File: config.mk
export PLATFORM = sky130hd
export DESIGN_NAME = permutation_unrank
export DESIGN_NICKNAME = d
export VERILOG_FILES = /design/src/rtl/core/pu_pkg.sv /design/src/rtl/core/pu_front.sv /design/src/rtl/core/pu_digits.sv /design/src/rtl/core/pu_emit.sv /design/src/rtl/core/permutation_unrank.sv
export SDC_FILE = /design/constraint.sdc
export NUM_CORES = 1
export LEC_CHECK = 0
export BUFFER_PORTS_ARGS = -buffer_cell sky130_fd_sc_hd__buf_2
export CORE_UTILIZATION = 37
export CTS_CLUSTER_DIAMETER = 200
export CTS_CLUSTER_SIZE = 20
export DETAILED_ROUTE_END_ITERATION = 7
export GPL_ROUTABILITY_DRIVEN = 0
export SKIP_CTS_REPAIR_TIMING = 1
export SLEW_MARGIN = 10
export SYNTH_ARGS = -nofsm -noshare
export SYNTH_HDL_FRONTEND = slang
export SYNTH_SLANG_ARGS = --single-unit
File: constraint.sdc
create_clock -name clk -period 21 [get_ports clk]
set_clock_uncertainty 0.15 [all_clocks]
set_input_delay 4.2 -clock clk [delete_from_list [all_inputs] [get_ports clk]]
set_output_delay 4.2 -clock clk [all_outputs]
set_load 0.05 [all_outputs]
File: src/rtl/core/pu_pkg.sv
// Shared constants, payload types and the factorial limit function for the permutation unranker.
package pu_pkg;

  localparam int MAX_ELEMS = 8;
  localparam int RANK_W    = 16;
  localparam int SIZE_W    = 4;
  localparam int POS_W     = 3;
  localparam int VAL_W     = 4;
  localparam int DIG_W     = $clog2(MAX_ELEMS);
  localparam int RECIP_SH  = 20;
  localparam int PROD_W    = RANK_W + RECIP_SH;

  // Word moving through the digit pipeline: remaining quotient, set size, factoradic digits.
  typedef struct packed {
    logic [RANK_W-1:0]                quo;
    logic [SIZE_W-1:0]                n;
    logic [MAX_ELEMS-1:0][DIG_W-1:0]  dig;
  } pu_item_t;

  // Word handed to the element emitter.
  typedef struct packed {
    logic [SIZE_W-1:0]                n;
    logic [MAX_ELEMS-1:0][DIG_W-1:0]  dig;
  } pu_perm_t;

  // k factorial, saturated at 2**RANK_W so that no rank reaches it.
  function automatic logic [RANK_W:0] fact_lim(input int k);
    longint f;
    f = 1;
    for (int i = 2; i <= k; i++) begin
      f = f * i;
      if (f > (longint'(1) << RANK_W)) begin
        f = longint'(1) << RANK_W;
      end
    end
    return f[RANK_W:0];
  endfunction

endpackage

File: src/rtl/core/pu_front.sv
// Input stage: clamps the set size, drops empty sets and folds out-of-range ranks to zero.
module pu_front (
  input  logic                    clk,
  input  logic                    rst,
  input  logic                    item_valid,
  output logic                    item_stall,
  input  logic [pu_pkg::RANK_W-1:0] rank,
  input  logic [pu_pkg::SIZE_W-1:0] perm_size,
  output logic                    out_vld,
  output pu_pkg::pu_item_t        out_item,
  input  logic                    out_stall
);
  import pu_pkg::*;

  logic [RANK_W:0]   fact_tbl [MAX_ELEMS+1];
  logic [SIZE_W-1:0] n_sat;
  logic [RANK_W-1:0] rank_w;
  logic              vld;
  pu_item_t          item;

  always_comb begin
    for (int k = 0; k <= MAX_ELEMS; k++) begin
      fact_tbl[k] = fact_lim(k);
    end
  end

  always_comb begin
    n_sat  = (perm_size > SIZE_W'(MAX_ELEMS)) ? SIZE_W'(MAX_ELEMS) : perm_size;
    // a rank past the last permutation wraps to identity
    rank_w = ({1'b0, rank} >= fact_tbl[n_sat]) ? '0 : rank;
  end

  assign item_stall = vld & out_stall;

  always_ff @(posedge clk) begin
    if (rst) begin
      vld <= 1'b0;
    end else if (!item_stall) begin
      vld <= item_valid && (perm_size != '0);
    end
  end

  always_ff @(posedge clk) begin
    if (!item_stall) begin
      item.quo <= rank_w;
      item.n   <= n_sat;
      item.dig <= '0;
    end
  end

  assign out_vld  = vld;
  assign out_item = item;

endmodule

File: src/rtl/core/pu_digits.sv
// Factoradic digit pipeline: one register stage per digit, each dividing by a small constant.
module pu_digits (
  input  logic               clk,
  input  logic               rst,
  input  logic               in_vld,
  input  pu_pkg::pu_item_t   in_item,
  output logic               in_stall,
  output logic               out_vld,
  output pu_pkg::pu_perm_t   out_perm,
  input  logic               out_stall
);
  import pu_pkg::*;

  localparam int NSTG = MAX_ELEMS - 1;

  logic     vld_r   [NSTG];
  pu_item_t item_r  [NSTG];
  logic     src_vld [NSTG];
  pu_item_t nxt     [NSTG];
  logic     stall_r [NSTG];

  for (genvar j = 0; j < NSTG; j++) begin : g_stage
    localparam int unsigned DIVISOR = j + 2;
    localparam int unsigned RECIP   = (1 << RECIP_SH) / DIVISOR;

    pu_item_t          src;
    logic [PROD_W-1:0] prod;
    logic [RANK_W-1:0] qe;
    logic [RANK_W-1:0] back;
    logic [RANK_W-1:0] rem;

    if (j == 0) begin : g_first
      assign src        = in_item;
      assign src_vld[j] = in_vld;
    end else begin : g_next
      assign src        = item_r[j-1];
      assign src_vld[j] = vld_r[j-1];
    end

    if (j == NSTG - 1) begin : g_last
      assign stall_r[j] = vld_r[j] & out_stall;
    end else begin : g_mid
      assign stall_r[j] = vld_r[j] & stall_r[j+1];
    end

    // reciprocal estimate is exact or one short; fix with one compare and subtract
    assign prod = PROD_W'(src.quo) * PROD_W'(RECIP);
    assign qe   = prod[PROD_W-1:RECIP_SH];
    assign back = qe * RANK_W'(DIVISOR);
    assign rem  = src.quo - back;

    always_comb begin
      nxt[j] = src;
      if (rem >= RANK_W'(DIVISOR)) begin
        nxt[j].quo        = qe + 1'b1;
        nxt[j].dig[j + 1] = DIG_W'(rem - RANK_W'(DIVISOR));
      end else begin
        nxt[j].quo        = qe;
        nxt[j].dig[j + 1] = DIG_W'(rem);
      end
    end
  end

  always_ff @(posedge clk) begin
    if (rst) begin
      for (int j = 0; j < NSTG; j++) begin
        vld_r[j] <= 1'b0;
      end
    end else begin
      for (int j = 0; j < NSTG; j++) begin
        if (!stall_r[j]) begin
          vld_r[j] <= src_vld[j];
        end
      end
    end
  end

  always_ff @(posedge clk) begin
    for (int j = 0; j < NSTG; j++) begin
      if (!stall_r[j]) begin
        item_r[j] <= nxt[j];
      end
    end
  end

  assign in_stall     = stall_r[0];
  assign out_vld      = vld_r[NSTG-1];
  assign out_perm.n   = item_r[NSTG-1].n;
  assign out_perm.dig = item_r[NSTG-1].dig;

endmodule

File: src/rtl/core/pu_emit.sv
// Element emitter: decodes one position per cycle while elem_stall allows, from the digits and a used-value mask.
module pu_emit (
  input  logic                     clk,
  input  logic                     rst,
  input  logic                     in_vld,
  input  pu_pkg::pu_perm_t         in_perm,
  output logic                     in_stall,
  output logic                     elem_valid,
  input  logic                     elem_stall,
  output logic [pu_pkg::POS_W-1:0] position,
  output logic [pu_pkg::VAL_W-1:0] element_value,
  output logic                     last
);
  import pu_pkg::*;

  logic                            cur_vld;
  logic [SIZE_W-1:0]               cur_n;
  logic [MAX_ELEMS-1:0][DIG_W-1:0] cur_dig;
  logic [MAX_ELEMS-1:0]            used;
  logic [MAX_ELEMS-1:0]            used_next;
  logic [DIG_W-1:0]                pos;
  logic [DIG_W-1:0]                last_pos;
  logic [DIG_W-1:0]                idx;
  logic [DIG_W-1:0]                pick;
  logic [DIG_W-1:0]                seen;
  logic [DIG_W-1:0]                chosen;
  logic                            found;
  logic                            adv;
  logic                            step;
  logic                            done;

  always_comb begin
    last_pos = DIG_W'(cur_n - 1'b1);
    idx      = last_pos - pos;
    pick     = cur_dig[idx];
    // take the pick-th value not yet placed
    seen     = '0;
    chosen   = '0;
    found    = 1'b0;
    for (int j = 0; j < MAX_ELEMS; j++) begin
      if (!used[j] && !found) begin
        if (seen == pick) begin
          chosen = DIG_W'(j);
          found  = 1'b1;
        end
        seen = seen + 1'b1;
      end
    end
    used_next         = used;
    used_next[chosen] = 1'b1;
  end

  assign adv      = !elem_valid || !elem_stall;
  assign step     = cur_vld && adv;
  assign done     = step && (pos == last_pos);
  assign in_stall = cur_vld && !done;

  always_ff @(posedge clk) begin
    if (rst) begin
      cur_vld    <= 1'b0;
      elem_valid <= 1'b0;
    end else begin
      if (!in_stall) begin
        cur_vld <= in_vld;
      end
      if (adv) begin
        elem_valid <= cur_vld;
      end
    end
  end

  always_ff @(posedge clk) begin
    if (!in_stall && in_vld) begin
      cur_n   <= in_perm.n;
      cur_dig <= in_perm.dig;
      pos     <= '0;
      used    <= '0;
    end else if (step) begin
      pos  <= pos + 1'b1;
      used <= used_next;
    end
    if (step) begin
      position      <= POS_W'(pos);
      element_value <= VAL_W'(chosen) + 1'b1;
      last          <= (pos == last_pos);
    end
  end

endmodule

File: src/rtl/core/permutation_unrank.sv
// Lexicographic permutation unranker: rank and set size in, one element word per position out.
//
// Input channel: item_valid / item_stall carry rank and perm_size. A word is taken at a
// rising edge with item_valid high and item_stall low. A size of zero is taken and gives
// no output; sizes above 8 are clamped to 8. A rank at or past size factorial gives the
// identity permutation.
// Output channel: elem_valid / elem_stall carry position, element_value and last, one word
// per element in position order, with last set on the final element.
// Path: the clamp stage loads on the taking edge; the item then passes seven factoradic digit
// stages, the emitter load and the output register. Its elements follow at one per cycle
// while elem_stall does not hold the output.
// Flow: the emitter decodes one position per cycle while not stalled and holds an item of
// size n until all n positions are decoded, taking no new item before that. The clamp and
// digit stages hold up to 8 items in flight behind the emitter.
// Reset (rst, synchronous) empties every stage and the output register.
// When elem_stall is high with elem_valid set, the output word holds, the emitter and the pipeline freeze
// stage by stage, and item_stall rises once the front stage is full.
module permutation_unrank (
  input  logic                      clk,
  input  logic                      rst,
  input  logic                      item_valid,
  output logic                      item_stall,
  input  logic [pu_pkg::RANK_W-1:0] rank,
  input  logic [pu_pkg::SIZE_W-1:0] perm_size,
  output logic                      elem_valid,
  input  logic                      elem_stall,
  output logic [pu_pkg::POS_W-1:0]  position,
  output logic [pu_pkg::VAL_W-1:0]  element_value,
  output logic                      last
);
  import pu_pkg::*;

  logic     front_vld;
  logic     front_stall;
  pu_item_t front_item;
  logic     dig_vld;
  logic     dig_stall;
  pu_perm_t dig_perm;

  pu_front u_front (
    .clk        (clk),
    .rst        (rst),
    .item_valid (item_valid),
    .item_stall (item_stall),
    .rank       (rank),
    .perm_size  (perm_size),
    .out_vld    (front_vld),
    .out_item   (front_item),
    .out_stall  (front_stall)
  );

  pu_digits u_digits (
    .clk       (clk),
    .rst       (rst),
    .in_vld    (front_vld),
    .in_item   (front_item),
    .in_stall  (front_stall),
    .out_vld   (dig_vld),
    .out_perm  (dig_perm),
    .out_stall (dig_stall)
  );

  pu_emit u_emit (
    .clk           (clk),
    .rst           (rst),
    .in_vld        (dig_vld),
    .in_perm       (dig_perm),
    .in_stall      (dig_stall),
    .elem_valid    (elem_valid),
    .elem_stall    (elem_stall),
    .position      (position),
    .element_value (element_value),
    .last          (last)
  );

endmodule
==> metrics.yaml <==
outcome:
  outcome: "completed"
synth:
  syn_inst: 2742
  synth-main-ff-cell: "edfxtp_1"
  async_flop_share_pct: 0
  yosysWarnings: 0
  syn-mean-instance-area_um2: 10.3
  ys_types: 95
  ys_seq_elements: 233
  yosysSeqAreaShare_pct: 24.3
  syn_area_mm2: 0.0282
  synth_edf_count: 219
placement:
  place_hpwl_um: 46100
  placedInstanceArea_mm2: 0.0295
  port_buffers: 33
timing:
  fmax_ghz: 0.0839
  finalSetupViolCount: 0
  period_share_pct: 56.7
  fin_crit_ns: 11.91
  drv_slew: 0
  finalSetupTns_ns: 0
  whs_ns: 0.260
  rsz0062_at_grt: "false"
  finalHoldViolCount: 0
  slew_headroom_pct: 30.9
  worstMarginPinSlew_ns: 1.03
hold_path:
  min_to: "u_digits.item_r[2][32]"
  hold_path_startpoint: "u_digits.item_r[1][34]"
  hold_depth: 0
  hold_class: "flop to flop"
finish:
  area_growth_pct: 6.20
  final_area_mm2: 0.0299
  drive_gt1_share_pct: 4.17
  fin_nets: 3578
  antenna_cells: 0
clock_tree:
  htree_levels: 1
  path_clk_slew_ns: 0.09
  clk_latency_ns: 0.49
  root_buffer: "clkbuf_16"
  tritoncts: "done"
  cts.sinks: 233
  numCtsBuffers: 15
  clockBufferDepth: 3
route:
  drt_iter0_drc: 903
  viasPerCell: 4.89
  ant_nets: 0
  wl_per_cell_um: 14.4
  drc: 0
  drtPass1Iterations: 5
  vias: 18358
  wirelength_um: 54100
global_routing:
  first_global_vias: 18551
  antenna_found_initial: 0
  grt.overflow.total: 0
  grtUsageTotal_pct: 14.4
  grt_first_pass_wirelength_um: 92600
  grt_max_degree: 31
setup_path:
  crit_fanout: 23
  critPathLaunchType: "input pin"
  path_class: "input pin to primary output"
  cp-end-kind: "primary output"
  crit_start: "elem_stall"
  r2r-end: "u_digits.item_r[4][42]"
  reg2reg_depth: 39
  worstPathArrival_ns: 7.56
  cp.required_ns: 16.65
  r2r_setup_slack_ns: 9.53
  timing.rr.start: "u_digits.item_r[3][31]"
floorplan:
  core_mm2: 0.0749
  rows: 100
  die_h_um: 278
  start_util_pct: 37.6
  die_w_um: 278
  die-area_mm2: 0.0773
  io_pins: 34
job:
  drv_cap: 0
## cell usage in the layout, fill, tap and decap left out, types with 29 or more instances in the layout
cell type,n
nand2b_1,33
fa_1,251
ha_1,529
xor2_1,43
nor2_1,122
a21oi_1,120
a21o_1,32
nand3_1,46
edfxtp_1,219
nand2_1,109
and2_1,34
inv_1,534
o21ai_0,72
nor3_1,35
buf_2,33
nor2b_1,29
xnor2_1,120
## worst max-delay path by stage
stage	end	cells past startpoint
6_report	item_stall	11
3_3_place_gp	item_stall	11
3_5_place_dp	item_stall	11
5_1_grt	u_digits.item_r[4][42]	40
2_1_floorplan	item_stall	9
4_1_cts	item_stall	11
## logic make-up (layout without fill, tap and decap cells)
| group | count (synthesis) | after routing | synth area share [%] |
|---|---|---|---|
| xor+xnor | 168 | 168 | 5.47 |
| other cells | 2 | 4 | 0.0267 |
| fa+ha+maj | 781 | 781 | 41.4 |
| compound gates | 412 | 412 | 9.71 |
| simple gates | 552 | 552 | 10.2 |
| flops | 233 | 233 | 24.3 |
| mux | 30 | 30 | 1.33 |
| buf+inv | 564 | 602 | 7.54 |
## Yosys cell counts (15+ instances only)
library cell | count | area share [%]
nand2_1 | 109 | 1.5
xor2_1 | 43 | 1.3
nor2_1 | 122 | 1.6
nand2b_1 | 33 | 0.73
nor3_1 | 35 | 0.62
fa_1 | 251 | 18
inv_1 | 534 | 7.1
mux2i_1 | 15 | 0.53
and2_1 | 34 | 0.75
nand3_1 | 46 | 0.82
ha_1 | 529 | 23
o21a_1 | 21 | 0.56
nand4_1 | 27 | 0.60
a21o_1 | 32 | 0.85
nor2b_1 | 29 | 0.64
and3_1 | 22 | 0.49
xnor2_1 | 120 | 3.7
a31oi_1 | 15 | 0.33
a21oi_1 | 120 | 2.1
o21ai_0 | 72 | 1.3
clkbuf_1 | 19 | 0.25
or2_2 | 17 | 0.38
o211ai_1 | 16 | 0.43
edfxtp_1 | 219 | 23
## per-layer routing
layer / global-route usage, % / share of wire [%]
met1: 20.3 / 49
met2: 24.5 / 47
met3: 0.839 / 1.8
met4: 2.55 / 1.7
met5: 0 / 0
## final cells by class
class / count / area (um^2)
inverters: 537 / 2020
repair buffers: 40 / 218
fillers: 7339 / 45000
clock inverters: 1 / 8.76
flip-flops and latches: 233 / 6860
well taps: 969 / 1210
multi-input cells: 1947 / 19200
clock buffers: 24 / 409
## worst max-delay path, stage by stage
cell and delay (ns):
buf_2 0.09, nand2_1 0.05, a21boi_0 0.32, nand2_1 0.62, nor2_1 0.42, and2_1 0.26
and3_1 0.24, and2_1 0.23, nand3_1 0.68, inv_1 0.18, buf_2 0.28
## state kept, by name, summed over array words and instances, names as in the netlist
| signal | flops |
|---|---|
| u_emit.cur_vld | 1 |
| u_digits.item_r | 164 |
| u_front.out_item | 19 |
| u_emit.element_value | 4 |
| u_front.out_vld | 1 |
| u_emit.last | 1 |
| u_emit.used | 8 |
| u_emit.cur_dig | 18 |
| u_emit.elem_valid | 1 |
| u_emit.position | 3 |
| u_digits.vld_r | 7 |
| u_emit.pos | 3 |
| u_emit.cur_n | 3 |
## metrics by stage
step	worst slack [ns]	std cells	utilization [%]
5_1_grt	8.44	3751	39.9
4_1_cts	8.99	3751	39.9
3_5_place_dp	9.00	3726	39.4
2_1_floorplan	9.61	2744	-
6_report	9.09	3751	39.9
3_3_place_gp	9.07	3726	39.4
Power is left out: the tool's default activity adds up to more than one toggle a clock period on the data nets, which glitch-free logic cannot reach.
